--- src/design/tbsm_pkg.sv ---
// shared types, constants and functions of the tdm basic slot monitor
package tbsm_pkg;

  localparam int CFG_IDX_W = 3;

  localparam logic [CFG_IDX_W-1:0] CFG_SLOT_ID        = 3'd0;
  localparam logic [CFG_IDX_W-1:0] CFG_MISMATCH_LIMIT = 3'd1;
  localparam logic [CFG_IDX_W-1:0] CFG_CS_ERROR_LIMIT = 3'd2;
  localparam logic [CFG_IDX_W-1:0] CFG_RATE_LIMIT     = 3'd3;
  localparam logic [CFG_IDX_W-1:0] CFG_RATE_WINDOW    = 3'd4;
  localparam logic [CFG_IDX_W-1:0] CFG_TOGGLE_TIMEOUT = 3'd5;
  localparam logic [CFG_IDX_W-1:0] CFG_TB_DISABLE     = 3'd6;
  localparam logic [CFG_IDX_W-1:0] CFG_TB_HOLD_TIME   = 3'd7;

  localparam logic [15:0] RST_LIMIT          = 16'd20000;
  localparam logic [15:0] RST_RATE_WINDOW    = 16'd53333;
  localparam logic [15:0] RST_TOGGLE_TIMEOUT = 16'd320;
  localparam logic [15:0] RST_TB_DISABLE     = 16'd100;
  localparam logic [15:0] RST_TB_HOLD_TIME   = 16'd10667;

  localparam logic [15:0] SAT_MAX = 16'hFFFF;

  localparam logic [3:0] PHASE_HEALTH = 4'd4;
  localparam logic [3:0] PHASE_LAST   = 4'd9;

  localparam int BIT_DST    = 4;
  localparam int BIT_TOGGLE = 5;
  localparam int BIT_WARN   = 6;
  localparam int BIT_ALARM  = 7;

  typedef struct packed {
    logic [3:0]  slot_id;
    logic [15:0] mismatch_limit;
    logic [15:0] cs_error_limit;
    logic [15:0] rate_limit;
    logic [15:0] rate_window;
    logic [15:0] toggle_timeout;
    logic [15:0] tb_disable_threshold;
    logic [15:0] tb_hold_time;
  } cfg_t;

  typedef struct packed {
    logic cs_ok;
    logic id_ok;
  } chk_t;

  typedef struct packed {
    logic        alarm_now;
    logic        toggle_now;
    logic        restart;
    logic        reset_req;
    logic        alarm;
    logic [15:0] rate;
  } stat_t;

  function automatic logic [3:0] check_nibble(input logic [15:0] w);
    check_nibble = 4'd1 + w[3:0] + w[7:4] + w[11:8];
  endfunction

  function automatic logic [15:0] sat_inc(input logic [15:0] v);
    sat_inc = (v == SAT_MAX) ? SAT_MAX : v + 16'd1;
  endfunction

endpackage

--- src/design/tdm_basic_slot_monitor.sv ---
// top level: config registers, input word register, result word register
// an accepted word moves from the input word register to the result word register once that register is free
// throughput: one word per cycle while out_stall is low; the state update between the registers is combinational
// while a result waits under stall the input register takes one word, then in_stall rises
// reset: synchronous; config returns to defaults, counters, phases and flags clear,
// toggle watch enabled, alarm hold loaded with ALARM_HOLD
module tdm_basic_slot_monitor #(
  parameter logic [15:0] ALARM_HOLD = 16'd0
) (
  input  logic        clk,
  input  logic        rst,
  input  logic        cfg_we,
  input  logic [2:0]  cfg_index,
  input  logic [15:0] cfg_data,
  input  logic        in_valid,
  output logic        in_stall,
  input  logic [15:0] rx_word,
  input  logic        tx_dst_bit,
  input  logic [3:0]  tx_rate_bits,
  input  logic        warning_active,
  input  logic        alarm_active,
  output logic        out_valid,
  input  logic        out_stall,
  output logic [15:0] tx_word,
  output logic        checksum_ok,
  output logic        slot_ok,
  output logic        rx_dst_valid,
  output logic        rx_dst_bit,
  output logic        restart_flag,
  output logic        reset_request,
  output logic        bus_alarm,
  output logic [15:0] error_rate
);

  tbsm_pkg::cfg_t  cfg;
  tbsm_pkg::chk_t  chk;
  tbsm_pkg::stat_t stat;

  logic        in_full;
  logic [15:0] in_rx_word;
  logic        in_dst_bit;
  logic [3:0]  in_rate_bits;
  logic        in_warn;
  logic        in_alarm;
  logic        advance;
  logic        in_take;
  logic [15:0] tx_word_next;

  // config registers
  always_ff @(posedge clk) begin
    if (rst) begin
      cfg.slot_id              <= 4'd0;
      cfg.mismatch_limit       <= tbsm_pkg::RST_LIMIT;
      cfg.cs_error_limit       <= tbsm_pkg::RST_LIMIT;
      cfg.rate_limit           <= tbsm_pkg::RST_LIMIT;
      cfg.rate_window          <= tbsm_pkg::RST_RATE_WINDOW;
      cfg.toggle_timeout       <= tbsm_pkg::RST_TOGGLE_TIMEOUT;
      cfg.tb_disable_threshold <= tbsm_pkg::RST_TB_DISABLE;
      cfg.tb_hold_time         <= tbsm_pkg::RST_TB_HOLD_TIME;
    end else if (cfg_we) begin
      case (cfg_index)
        tbsm_pkg::CFG_SLOT_ID:        cfg.slot_id              <= cfg_data[3:0];
        tbsm_pkg::CFG_MISMATCH_LIMIT: cfg.mismatch_limit       <= cfg_data;
        tbsm_pkg::CFG_CS_ERROR_LIMIT: cfg.cs_error_limit       <= cfg_data;
        tbsm_pkg::CFG_RATE_LIMIT:     cfg.rate_limit           <= cfg_data;
        tbsm_pkg::CFG_RATE_WINDOW:    cfg.rate_window          <= cfg_data;
        tbsm_pkg::CFG_TOGGLE_TIMEOUT: cfg.toggle_timeout       <= cfg_data;
        tbsm_pkg::CFG_TB_DISABLE:     cfg.tb_disable_threshold <= cfg_data;
        tbsm_pkg::CFG_TB_HOLD_TIME:   cfg.tb_hold_time         <= cfg_data;
        default: ;
      endcase
    end
  end

  assign advance  = in_full && (!out_valid || !out_stall);
  assign in_stall = in_full && !advance;
  assign in_take  = in_valid && !in_stall;

  // input word register
  always_ff @(posedge clk) begin
    if (rst) begin
      in_full <= 1'b0;
    end else if (in_take) begin
      in_full <= 1'b1;
    end else if (advance) begin
      in_full <= 1'b0;
    end
  end

  always_ff @(posedge clk) begin
    if (in_take) begin
      in_rx_word   <= rx_word;
      in_dst_bit   <= tx_dst_bit;
      in_rate_bits <= tx_rate_bits;
      in_warn      <= warning_active;
      in_alarm     <= alarm_active;
    end
  end

  tbsm_check u_check (
    .rx_word        (in_rx_word),
    .tx_dst_bit     (in_dst_bit),
    .tx_rate_bits   (in_rate_bits),
    .warning_active (in_warn),
    .alarm_active   (in_alarm),
    .slot_id        (cfg.slot_id),
    .stat           (stat),
    .chk            (chk),
    .tx_word        (tx_word_next)
  );

  tbsm_sched #(
    .ALARM_HOLD (ALARM_HOLD)
  ) u_sched (
    .clk           (clk),
    .rst           (rst),
    .advance       (advance),
    .rx_toggle_bit (in_rx_word[tbsm_pkg::BIT_TOGGLE]),
    .chk           (chk),
    .cfg           (cfg),
    .stat          (stat)
  );

  // result word register
  always_ff @(posedge clk) begin
    if (rst) begin
      out_valid <= 1'b0;
    end else if (advance) begin
      out_valid <= 1'b1;
    end else if (!out_stall) begin
      out_valid <= 1'b0;
    end
  end

  always_ff @(posedge clk) begin
    if (advance) begin
      tx_word       <= tx_word_next;
      checksum_ok   <= chk.cs_ok;
      slot_ok       <= chk.id_ok;
      rx_dst_valid  <= chk.cs_ok & chk.id_ok;
      rx_dst_bit    <= in_rx_word[tbsm_pkg::BIT_DST];
      restart_flag  <= stat.restart;
      reset_request <= stat.reset_req;
      bus_alarm     <= stat.alarm;
      error_rate    <= stat.rate;
    end
  end

endmodule

--- src/design/tbsm_check.sv ---
// receive word checks and transmit word assembly
module tbsm_check (
  input  logic [15:0]           rx_word,
  input  logic                  tx_dst_bit,
  input  logic [3:0]            tx_rate_bits,
  input  logic                  warning_active,
  input  logic                  alarm_active,
  input  logic [3:0]            slot_id,
  input  tbsm_pkg::stat_t       stat,
  output tbsm_pkg::chk_t        chk,
  output logic [15:0]           tx_word
);

  logic [15:0] tx_base;

  always_comb begin
    chk.cs_ok = (tbsm_pkg::check_nibble(rx_word) == rx_word[15:12]);
    chk.id_ok = (rx_word[3:0] == slot_id);
  end

  always_comb begin
    tx_base = 16'd0;
    tx_base[3:0] = slot_id;
    tx_base[tbsm_pkg::BIT_DST] = tx_dst_bit;
    tx_base[tbsm_pkg::BIT_TOGGLE] = stat.toggle_now;
    tx_base[tbsm_pkg::BIT_WARN] = warning_active;
    tx_base[tbsm_pkg::BIT_ALARM] = alarm_active | stat.alarm_now;
    tx_base[11:8] = tx_rate_bits;
    tx_word = {tbsm_pkg::check_nibble(tx_base), tx_base[11:0]};
  end

endmodule

--- src/design/tbsm_sched.sv ---
// error counters, rate window, frame scheduler, health check and toggle watchdog
module tbsm_sched #(
  parameter logic [15:0] ALARM_HOLD = 16'd0
) (
  input  logic             clk,
  input  logic             rst,
  input  logic             advance,
  input  logic             rx_toggle_bit,
  input  tbsm_pkg::chk_t   chk,
  input  tbsm_pkg::cfg_t   cfg,
  output tbsm_pkg::stat_t  stat
);

  logic [15:0] cs_err_run, cs_err_run_next;
  logic [15:0] id_mismatch_run, id_mismatch_run_next;
  logic [15:0] window_timer, window_timer_next;
  logic [15:0] window_errors, window_errors_next;
  logic [15:0] rate_value, rate_value_next;
  logic [3:0]  fast_phase, fast_phase_next;
  logic [3:0]  slow_phase, slow_phase_next;
  logic        tb_enabled, tb_enabled_next;
  logic        tb_last, tb_last_next;
  logic [15:0] tb_still_count, tb_still_count_next;
  logic [15:0] tb_hold_count, tb_hold_count_next;
  logic        tx_toggle, tx_toggle_next;
  logic        restart_reg, restart_reg_next;
  logic        reset_req_reg, reset_req_reg_next;
  logic        alarm_reg, alarm_reg_next;
  logic [15:0] alarm_hold_count, alarm_hold_count_next;

  always_comb begin
    cs_err_run_next       = chk.cs_ok ? 16'd0 : tbsm_pkg::sat_inc(cs_err_run);
    id_mismatch_run_next  = chk.id_ok ? 16'd0 : tbsm_pkg::sat_inc(id_mismatch_run);
    window_errors_next    = chk.cs_ok ? window_errors : tbsm_pkg::sat_inc(window_errors);
    window_timer_next     = window_timer + 16'd1;
    rate_value_next       = rate_value;
    fast_phase_next       = fast_phase;
    slow_phase_next       = slow_phase;
    tb_enabled_next       = tb_enabled;
    tb_last_next          = tb_last;
    tb_still_count_next   = tb_still_count;
    tb_hold_count_next    = tb_hold_count;
    tx_toggle_next        = tx_toggle;
    restart_reg_next      = restart_reg;
    reset_req_reg_next    = reset_req_reg;
    alarm_reg_next        = alarm_reg;
    alarm_hold_count_next = alarm_hold_count;

    if (window_timer_next >= cfg.rate_window) begin
      rate_value_next    = window_errors_next;
      window_errors_next = 16'd0;
      window_timer_next  = 16'd0;
    end

    if (fast_phase == tbsm_pkg::PHASE_HEALTH) begin
      if (id_mismatch_run_next > cfg.mismatch_limit ||
          cs_err_run_next > cfg.cs_error_limit ||
          rate_value_next > cfg.rate_limit) begin
        restart_reg_next      = 1'b1;
        alarm_reg_next        = 1'b1;
        alarm_hold_count_next = ALARM_HOLD;
        tb_enabled_next       = 1'b0;
        tb_hold_count_next    = cfg.tb_hold_time;
      end
      if (alarm_hold_count_next != 16'd0) begin
        alarm_hold_count_next = alarm_hold_count_next - 16'd1;
      end else begin
        alarm_reg_next = 1'b0;
      end
      if (cs_err_run_next > cfg.tb_disable_threshold) begin
        tb_enabled_next    = 1'b0;
        tb_hold_count_next = cfg.tb_hold_time;
      end else if (tb_hold_count_next != 16'd0) begin
        tb_hold_count_next = tb_hold_count_next - 16'd1;
      end else begin
        tb_enabled_next = 1'b1;
      end
      fast_phase_next = tbsm_pkg::PHASE_HEALTH + 4'd1;
    end else if (fast_phase >= tbsm_pkg::PHASE_LAST) begin
      if (slow_phase == 4'd0) begin
        if (tb_enabled && (tb_last == rx_toggle_bit)) begin
          tb_still_count_next = tbsm_pkg::sat_inc(tb_still_count);
          if (tb_still_count_next > cfg.toggle_timeout) begin
            reset_req_reg_next = 1'b1;
          end
        end else begin
          tb_still_count_next = 16'd0;
        end
        tb_last_next   = rx_toggle_bit;
        tx_toggle_next = ~tx_toggle;
      end
      slow_phase_next = (slow_phase >= tbsm_pkg::PHASE_LAST) ? 4'd0 : slow_phase + 4'd1;
      fast_phase_next = 4'd0;
    end else begin
      fast_phase_next = fast_phase + 4'd1;
    end
  end

  always_ff @(posedge clk) begin
    if (rst) begin
      cs_err_run       <= 16'd0;
      id_mismatch_run  <= 16'd0;
      window_timer     <= 16'd0;
      window_errors    <= 16'd0;
      rate_value       <= 16'd0;
      fast_phase       <= 4'd0;
      slow_phase       <= 4'd0;
      tb_enabled       <= 1'b1;
      tb_last          <= 1'b0;
      tb_still_count   <= 16'd0;
      tb_hold_count    <= 16'd0;
      tx_toggle        <= 1'b0;
      restart_reg      <= 1'b0;
      reset_req_reg    <= 1'b0;
      alarm_reg        <= 1'b0;
      alarm_hold_count <= ALARM_HOLD;
    end else if (advance) begin
      cs_err_run       <= cs_err_run_next;
      id_mismatch_run  <= id_mismatch_run_next;
      window_timer     <= window_timer_next;
      window_errors    <= window_errors_next;
      rate_value       <= rate_value_next;
      fast_phase       <= fast_phase_next;
      slow_phase       <= slow_phase_next;
      tb_enabled       <= tb_enabled_next;
      tb_last          <= tb_last_next;
      tb_still_count   <= tb_still_count_next;
      tb_hold_count    <= tb_hold_count_next;
      tx_toggle        <= tx_toggle_next;
      restart_reg      <= restart_reg_next;
      reset_req_reg    <= reset_req_reg_next;
      alarm_reg        <= alarm_reg_next;
      alarm_hold_count <= alarm_hold_count_next;
    end
  end

  always_comb begin
    stat.alarm_now  = alarm_reg;
    stat.toggle_now = tx_toggle;
    stat.restart    = restart_reg_next;
    stat.reset_req  = reset_req_reg_next;
    stat.alarm      = alarm_reg_next;
    stat.rate       = rate_value_next;
  end

endmodule

--- config.mk ---
export PLATFORM = sky130hd
export DESIGN_NAME = tdm_basic_slot_monitor
export DESIGN_NICKNAME = d
export VERILOG_FILES = /design/src/design/tbsm_pkg.sv /design/src/design/tdm_basic_slot_monitor.sv /design/src/design/tbsm_check.sv /design/src/design/tbsm_sched.sv
export SDC_FILE = /design/constraint.sdc
export NUM_CORES = 1
export LEC_CHECK = 0
export BUFFER_PORTS_ARGS = -buffer_cell sky130_fd_sc_hd__buf_2
export CAP_MARGIN = 10
export CORE_ASPECT_RATIO = 1.2
export CORE_MARGIN = 2
export CORE_UTILIZATION = 45
export CTS_CLUSTER_DIAMETER = 30
export DETAILED_ROUTE_END_ITERATION = 10
export PLACE_DENSITY = 0.64
export SLEW_MARGIN = 20
export SYNTH_ARGS = -nofsm -noshare
export SYNTH_HDL_FRONTEND = slang
export SYNTH_SLANG_ARGS = --single-unit
--- constraint.sdc ---
create_clock -name clk -period 10.8 [get_ports clk]
set_input_delay 1.62 -clock clk [delete_from_list [all_inputs] [get_ports clk]]
set_output_delay 1.62 -clock clk [all_outputs]
set_load 0.02 [all_outputs]
# Word level (Yosys, flattened, before mapping)
# Index checks and enable logic that the tools add are counted.
[classes]
magnitude_cmp = 8
muxes = 38
reduce_logical = 28
addsub = 15
bitwise = 4
eq_ne = 17
[ops]
columns = ["operator", "n"]
rows = [
  ["two-way mux 16 bit", 18],
  ["adder 16 x 1 -> 16 bit (second input constant)", 5],
  ["greater-than comparator 16 bit", 5],
  ["== test 16 bit (second input constant)", 4],
  ["nonzero test 16 bit", 2],
  ["subtractor 16 x 1 -> 16 bit (second input constant)", 2],
  ["AND reduction 2 bit", 9],
  ["two-way mux 1 bit", 17],
  ["adder 4 bit", 4],
  [">= comparator 16 bit", 1],
  ["== test 3 bit (second input constant)", 4],
  ["two-way mux 4 bit", 3],
  ["adder 1 x 4 -> 4 bit (first input constant)", 2],
  ["adder 4 x 1 -> 4 bit (second input constant)", 2],
  ["== test 4 bit", 2],
  [">= comparator 4 bit (second input constant)", 2],
  ["== test 3 x 2 -> 1 bit (second input constant)", 2],
  ["AND reduction 3 bit", 2],
  ["== test 4 x 3 -> 1 bit (second input constant)", 1],
  ["logical AND 1 bit", 4],
  ["zero test 1 bit", 4],
  ["zero test 4 bit", 1],
  ["AND reduction 4 bit", 1],
  ["== test 3 x 1 -> 1 bit (second input constant)", 1],
  ["9 further kinds", 12],
]
[totals]
inputBits = 47
regBits = 322

# Longest topological paths before layout
[logic_depth]
depth_word = 13
depth_mapped = 37
depth_no_buf = 31

# By module
# Synthesis repeated with hierarchy kept, for this count alone.
[unflattened]
cells_unflattened = 2036
area_unflattened_um2 = 18664.2
[by_module_without_submodules]
columns = ["module", "cells_per_inst", "n_inst", "area_per_inst_um2"]
rows = [
  ["tbsm_sched", 1478, 1, 11504.8],
  ["tdm_basic_slot_monitor", 499, 1, 6606.3],
  ["tbsm_check", 59, 1, 553.0],
]

# Worst setup path after synthesis
# Ideal clock, no wire load.
[synth_timing]
kind = "reg2reg"
start = "register u_sched.window_timer[0]"
end = "register u_sched.tb_hold_count[13]"
path_slack_ps = 2798
path_stages_with_launch = 36
arrival_time_ps = 7881
required_ps = 10678
setup_ps = 122
n_path_buf = 5
cell_sequence = "dfxtp_1 ha_1 and3_1 nand3_1 nor2_1 and3_1 nand3_1 nor2_1 xor2_1 ha_1 a21o_1 a21oi_1 o21ai_0 a21oi_1 clkbuf_1 o21ai_0 ha_1 nand4_1 nor4_1 a21boi_0 o31ai_1 o221ai_2 buf_2 buf_1 clkbuf_1 buf_2 mux2i_1 ha_1 and3_1 nand3_1 nand2_1 nor4_1 mux2i_1 or4b_2 a31o_2 o311a_1"
[synth_lines]
columns = ["item", "line_no", "rtl"]
rows = [
  ["start: declaration", "tbsm_sched.sv:16", "logic [15:0] window_timer, window_timer_next;"],
  ["start signal: assignment", "tbsm_sched.sv:120", "window_timer <= window_timer_next;"],
  ["end signal: assignment", "tbsm_sched.sv:128", "tb_hold_count <= tb_hold_count_next;"],
  ["end: declaration", "tbsm_sched.sv:24", "logic [15:0] tb_hold_count, tb_hold_count_next;"],
]

==> results list <==
* Setup slack on the worst flop-to-flop path: 2.36 ns
- First-pass iteration count of the detailed router: 6
* Number of vias in the routed layout: 15,520
- Horizontal die dimension: about 180 um
* Routability cong.: 0.8570
- Leakage Power: 8.274 nW
- CTS sink count: 322
* Via density: 5.580
- Number of input and output port buffers inserted: 87
- Primary FF master, synth: sky130_fd_sc_hd__dfxtp_1
- Simple-gate share of the synthesized area: 21.23%
- The number of antenna diodes in the final layout is 0.
* EDFF count, synth: 62
- VDD sags by at most 206.5 uV.
- The largest single stage delay on the critical path is 1.01 ns.
* Type of element capturing the critical path: register
- The worst hold path belongs to the class reg2reg.
- The die is 220.4 um tall.
- Total Wirelength: 47.45 mm
* Number of nets produced by synthesis: about 2,300
* Worst-path fanout max: 44
- Entering global routing, the biggest net connects 86 pins.
* Flip-flop count of the largest register, all copies and words added: 116
- Once detailed placement completed, the half-perimeter wirelength came to 31.49 mm.
- Number of antenna violations at the first check in global routing: 0
- Post-detailed-route DRC marker count: 0
- In this run the power density over the cells is 181.2 nW/um^2.
- Across the run, the number of max-cap violations was 0.
- After layout, the worst path uses 78.14% of the clock period.
* Top register by number of flip-flops: cfg
- In this run the cell area of the synthesized design comes to between 15,000 and 20,000 um^2.
* Final hold violations: 0
- Slew at the pin closest to its max-slew limit: 1.152 ns
- Setup violations remaining at the end of the flow were counted as 0.
- The number of global-route vias before repair is between 10,000 and 15,000.
* Worst skew pair latency: 0.60 ns
- Max-slew violations: 0
- Xor-xnor portion of the synthesized cell area: 3.720%
* Mapped Avg Cell Area: 8.277 um^2
- Filler cells: 3,516
- Final Power: 3.822 mW
- At the worst endpoint, the required time is 11.28 ns.
- RSZ-0062 raised after global routing: no
* Share of flip-flops with an asynchronous set or reset after synthesis: 0%
* Cells after Synth: 2,121
* Post-route setup TNS: 0 ns
* Outcome: completed
- Synthesis warning total: 0
* Number of H-tree branching levels: 3
- Time the worst path needs with I/O delays and setup: 8.439 ns
- After detailed routing, the average wire length per cell comes to 17.06 um.
* Clock tree root driver cell: sky130_fd_sc_hd__clkbuf_16
- Once the clock tree was built, the setup fixing pass inserted 0 buffers.
* Post-synthesis sequential area ratio: 40.25%
- In the final layout, the share of cells above drive strength 1 is 12.15%.
- Post-Synth Adder-Cell Area: 9.237%
- Std-Cell Rows: 79
- Number of nets with antenna violations after routing: 0
- Wire length of the first global-routing pass: 75.62 mm
- Maximum root-to-sink buffer count: 3
- For this block, the initial DRC count from the detailed router was around 980.
* Global route overflow: 0
* Library cell contributing the largest single delay on the critical path: sky130_fd_sc_hd__nor4_1
- Multiplexer cells account for 1.939% of the synthesized area.
- Starting density of the core: 45.42%
- In the global route stage, overall resource usage came out at 23.38%.
* Layout net count: 2,369
- TritonCTS clock tree: built
- Die Footprint: 40,610 um^2
- The floorplan step defined a core boundary enclosing approximately 39,000 um^2.
- Main combinational cell family by area after synthesis: simple AND/OR/NAND/NOR gates
- Peak Freq: 0.1185 GHz
- The worst setup path is launched from a register.
- The worst pin sits at a relative slew slack of 22.52%.
- #FFs+latches synth: 322
- Start-to-end type of the worst setup path: reg2reg
- CTS Buf Count: 76
- Maximum clock skew at final layout: 0.02885 ns
- Count of unique library cells instantiated by Yosys: 77
* Compound-cell area share of the yosys netlist: between 10% and 20%
* Quantity of gates resized following cts: 0
- Arrival time at the worst endpoint: 8.92 ns
- The number of hold buffers added after CTS was 0.
- Clock-pin slew was measured on the worst setup and hold paths at 0.05 ns.
- In this run the count of I/O pins placed on the die edge is 88.
- Layout overhead on the synthesized area: 20.17%
## synth_stat cells, types with 14 or more instances
cell type                  count  area (um^2)
sky130_fd_sc_hd__nand2_1     364         1366
sky130_fd_sc_hd__dfxtp_1     260         5205
sky130_fd_sc_hd__a21oi_1     252         1261
sky130_fd_sc_hd__inv_1       131        491.7
sky130_fd_sc_hd__nor2_1      127        476.7
sky130_fd_sc_hd__ha_1        120         1501
sky130_fd_sc_hd__clkbuf_1     91        341.6
sky130_fd_sc_hd__nand3_1      74        370.4
sky130_fd_sc_hd__edfxtp_1     62         1862
sky130_fd_sc_hd__o21ai_0      59        295.3
sky130_fd_sc_hd__nor3_1       56        280.3
sky130_fd_sc_hd__xnor2_1      44        385.4
sky130_fd_sc_hd__and3_1       34        212.7
sky130_fd_sc_hd__o211ai_1     34        255.2
sky130_fd_sc_hd__xor2_1       28        245.2
sky130_fd_sc_hd__nand4_1      27        168.9
sky130_fd_sc_hd__a21o_1       25        187.7
sky130_fd_sc_hd__a31oi_1      25        156.4
sky130_fd_sc_hd__mux2i_1      25        250.2
sky130_fd_sc_hd__nand2b_1     21        131.4
sky130_fd_sc_hd__a22oi_1      18        135.1
sky130_fd_sc_hd__nor2b_1      16        100.1
sky130_fd_sc_hd__a311oi_1     15        131.4
sky130_fd_sc_hd__nor4_1       14        87.58
## power breakdown
part	switching, mW	total, mW	internal (mW)
logic	0.145	0.215	0.0700
registers	0.0160	1.27	1.26
clock network	0.746	2.33	1.59
## worst paths after layout
check | to | depth (start not counted) | startpoint
max | u_sched.tb_hold_count[13] | 29 | in_rx_word[1]
min | tx_word[8] | 0 | in_rate_bits[0]
max reg2reg | u_sched.tb_hold_count[13] | 29 | in_rx_word[1]
min reg2reg | tx_word[8] | 0 | in_rate_bits[0]
## cell type report
class / instances / area, um^2 / share of cell area, %
multi-input cells: 1555 / 9600 / 45.51
flip-flops and latches: 322 / 7067 / 33.50
clock buffers: 99 / 2162 / 10.25
well taps: 526 / 658.1 / 3.120
repair buffers: 109 / 606.8 / 2.876
clock inverters: 39 / 504.2 / 2.390
inverters: 132 / 498.0 / 2.360
## worst max-delay path: cells and delay by family (launching register included)
kind,cells,cell delay [ns]
XOR/XNOR,2,0.27
adder cells (fa/ha/maj),4,1.62
AND/OR/NAND/NOR,11,3.09
multiplexers,3,0.66
AO/OA/AOI/OAI,6,1.63
buffers and inverters,3,0.59
flip-flops,1,0.42
## metrics by stage
stage	cell area, um^2	setup WS (ns)	cells	utilization [%]	hold slack (ns)
2_1_floorplan	17560	2.798	2121	-	0.4264
3_3_place_gp	18420	2.388	2644	47.65	0.4416
3_5_place_dp	18420	2.074	2644	47.66	0.4414
4_1_cts	21090	2.100	2782	54.56	0.4518
5_1_grt	21100	1.770	2782	54.59	0.4683
6_report	21100	2.361	2782	54.59	0.4491
## per-layer routing
| layer | share of wire, % | GRT usage [%] | up-vias |
|---|---|---|---|
| met4 | 4.4 | 12.61 | 0 |
| met2 | 47 | 39.44 | 412 |
| met5 | 0 | 0 | - |
| met1 | 43 | 28.30 | 7308 |
| met3 | 5.2 | 4.296 | 114 |
| li1 | - | - | 7690 |
## cells in the final DEF (no fill, tap or decap), types with 9 or more instances in the layout
cell and instances:
sky130_fd_sc_hd__a31oi_1 25, sky130_fd_sc_hd__nand4_1 27, sky130_fd_sc_hd__nor3_1 55, sky130_fd_sc_hd__clkbuf_1 9, sky130_fd_sc_hd__and4_1 10, sky130_fd_sc_hd__buf_4 22, sky130_fd_sc_hd__xnor2_1 44, sky130_fd_sc_hd__nand2_1 363
sky130_fd_sc_hd__xor2_1 28, sky130_fd_sc_hd__nor2b_1 15, sky130_fd_sc_hd__mux2i_1 25, sky130_fd_sc_hd__inv_1 130, sky130_fd_sc_hd__dfxtp_1 260, sky130_fd_sc_hd__clkbuf_16 79, sky130_fd_sc_hd__or3_1 12, sky130_fd_sc_hd__o21a_1 12
sky130_fd_sc_hd__and3_1 34, sky130_fd_sc_hd__a211oi_1 10, sky130_fd_sc_hd__o211ai_1 34, sky130_fd_sc_hd__a22oi_1 18, sky130_fd_sc_hd__a21oi_1 251, sky130_fd_sc_hd__nor2_1 124, sky130_fd_sc_hd__o21ai_0 59, sky130_fd_sc_hd__clkbuf_8 11
sky130_fd_sc_hd__ha_1 120, sky130_fd_sc_hd__or4_1 9, sky130_fd_sc_hd__buf_2 86, sky130_fd_sc_hd__edfxtp_1 62, sky130_fd_sc_hd__nand2b_1 21, sky130_fd_sc_hd__nor4_1 13, sky130_fd_sc_hd__a311oi_1 15, sky130_fd_sc_hd__nand3_1 74
sky130_fd_sc_hd__a21o_1 24, sky130_fd_sc_hd__and2_1 10
## cell families (layout without fill, tap and decap cells)
logic type | Yosys count | after routing
xor+xnor | 73 | 73
fa+ha+maj | 126 | 126
compound gates | 519 | 519
simple gates | 804 | 804
mux | 33 | 33
flops | 322 | 322
buf+inv | 244 | 379
No activity file was read; power rests on OpenSTA's default activity.
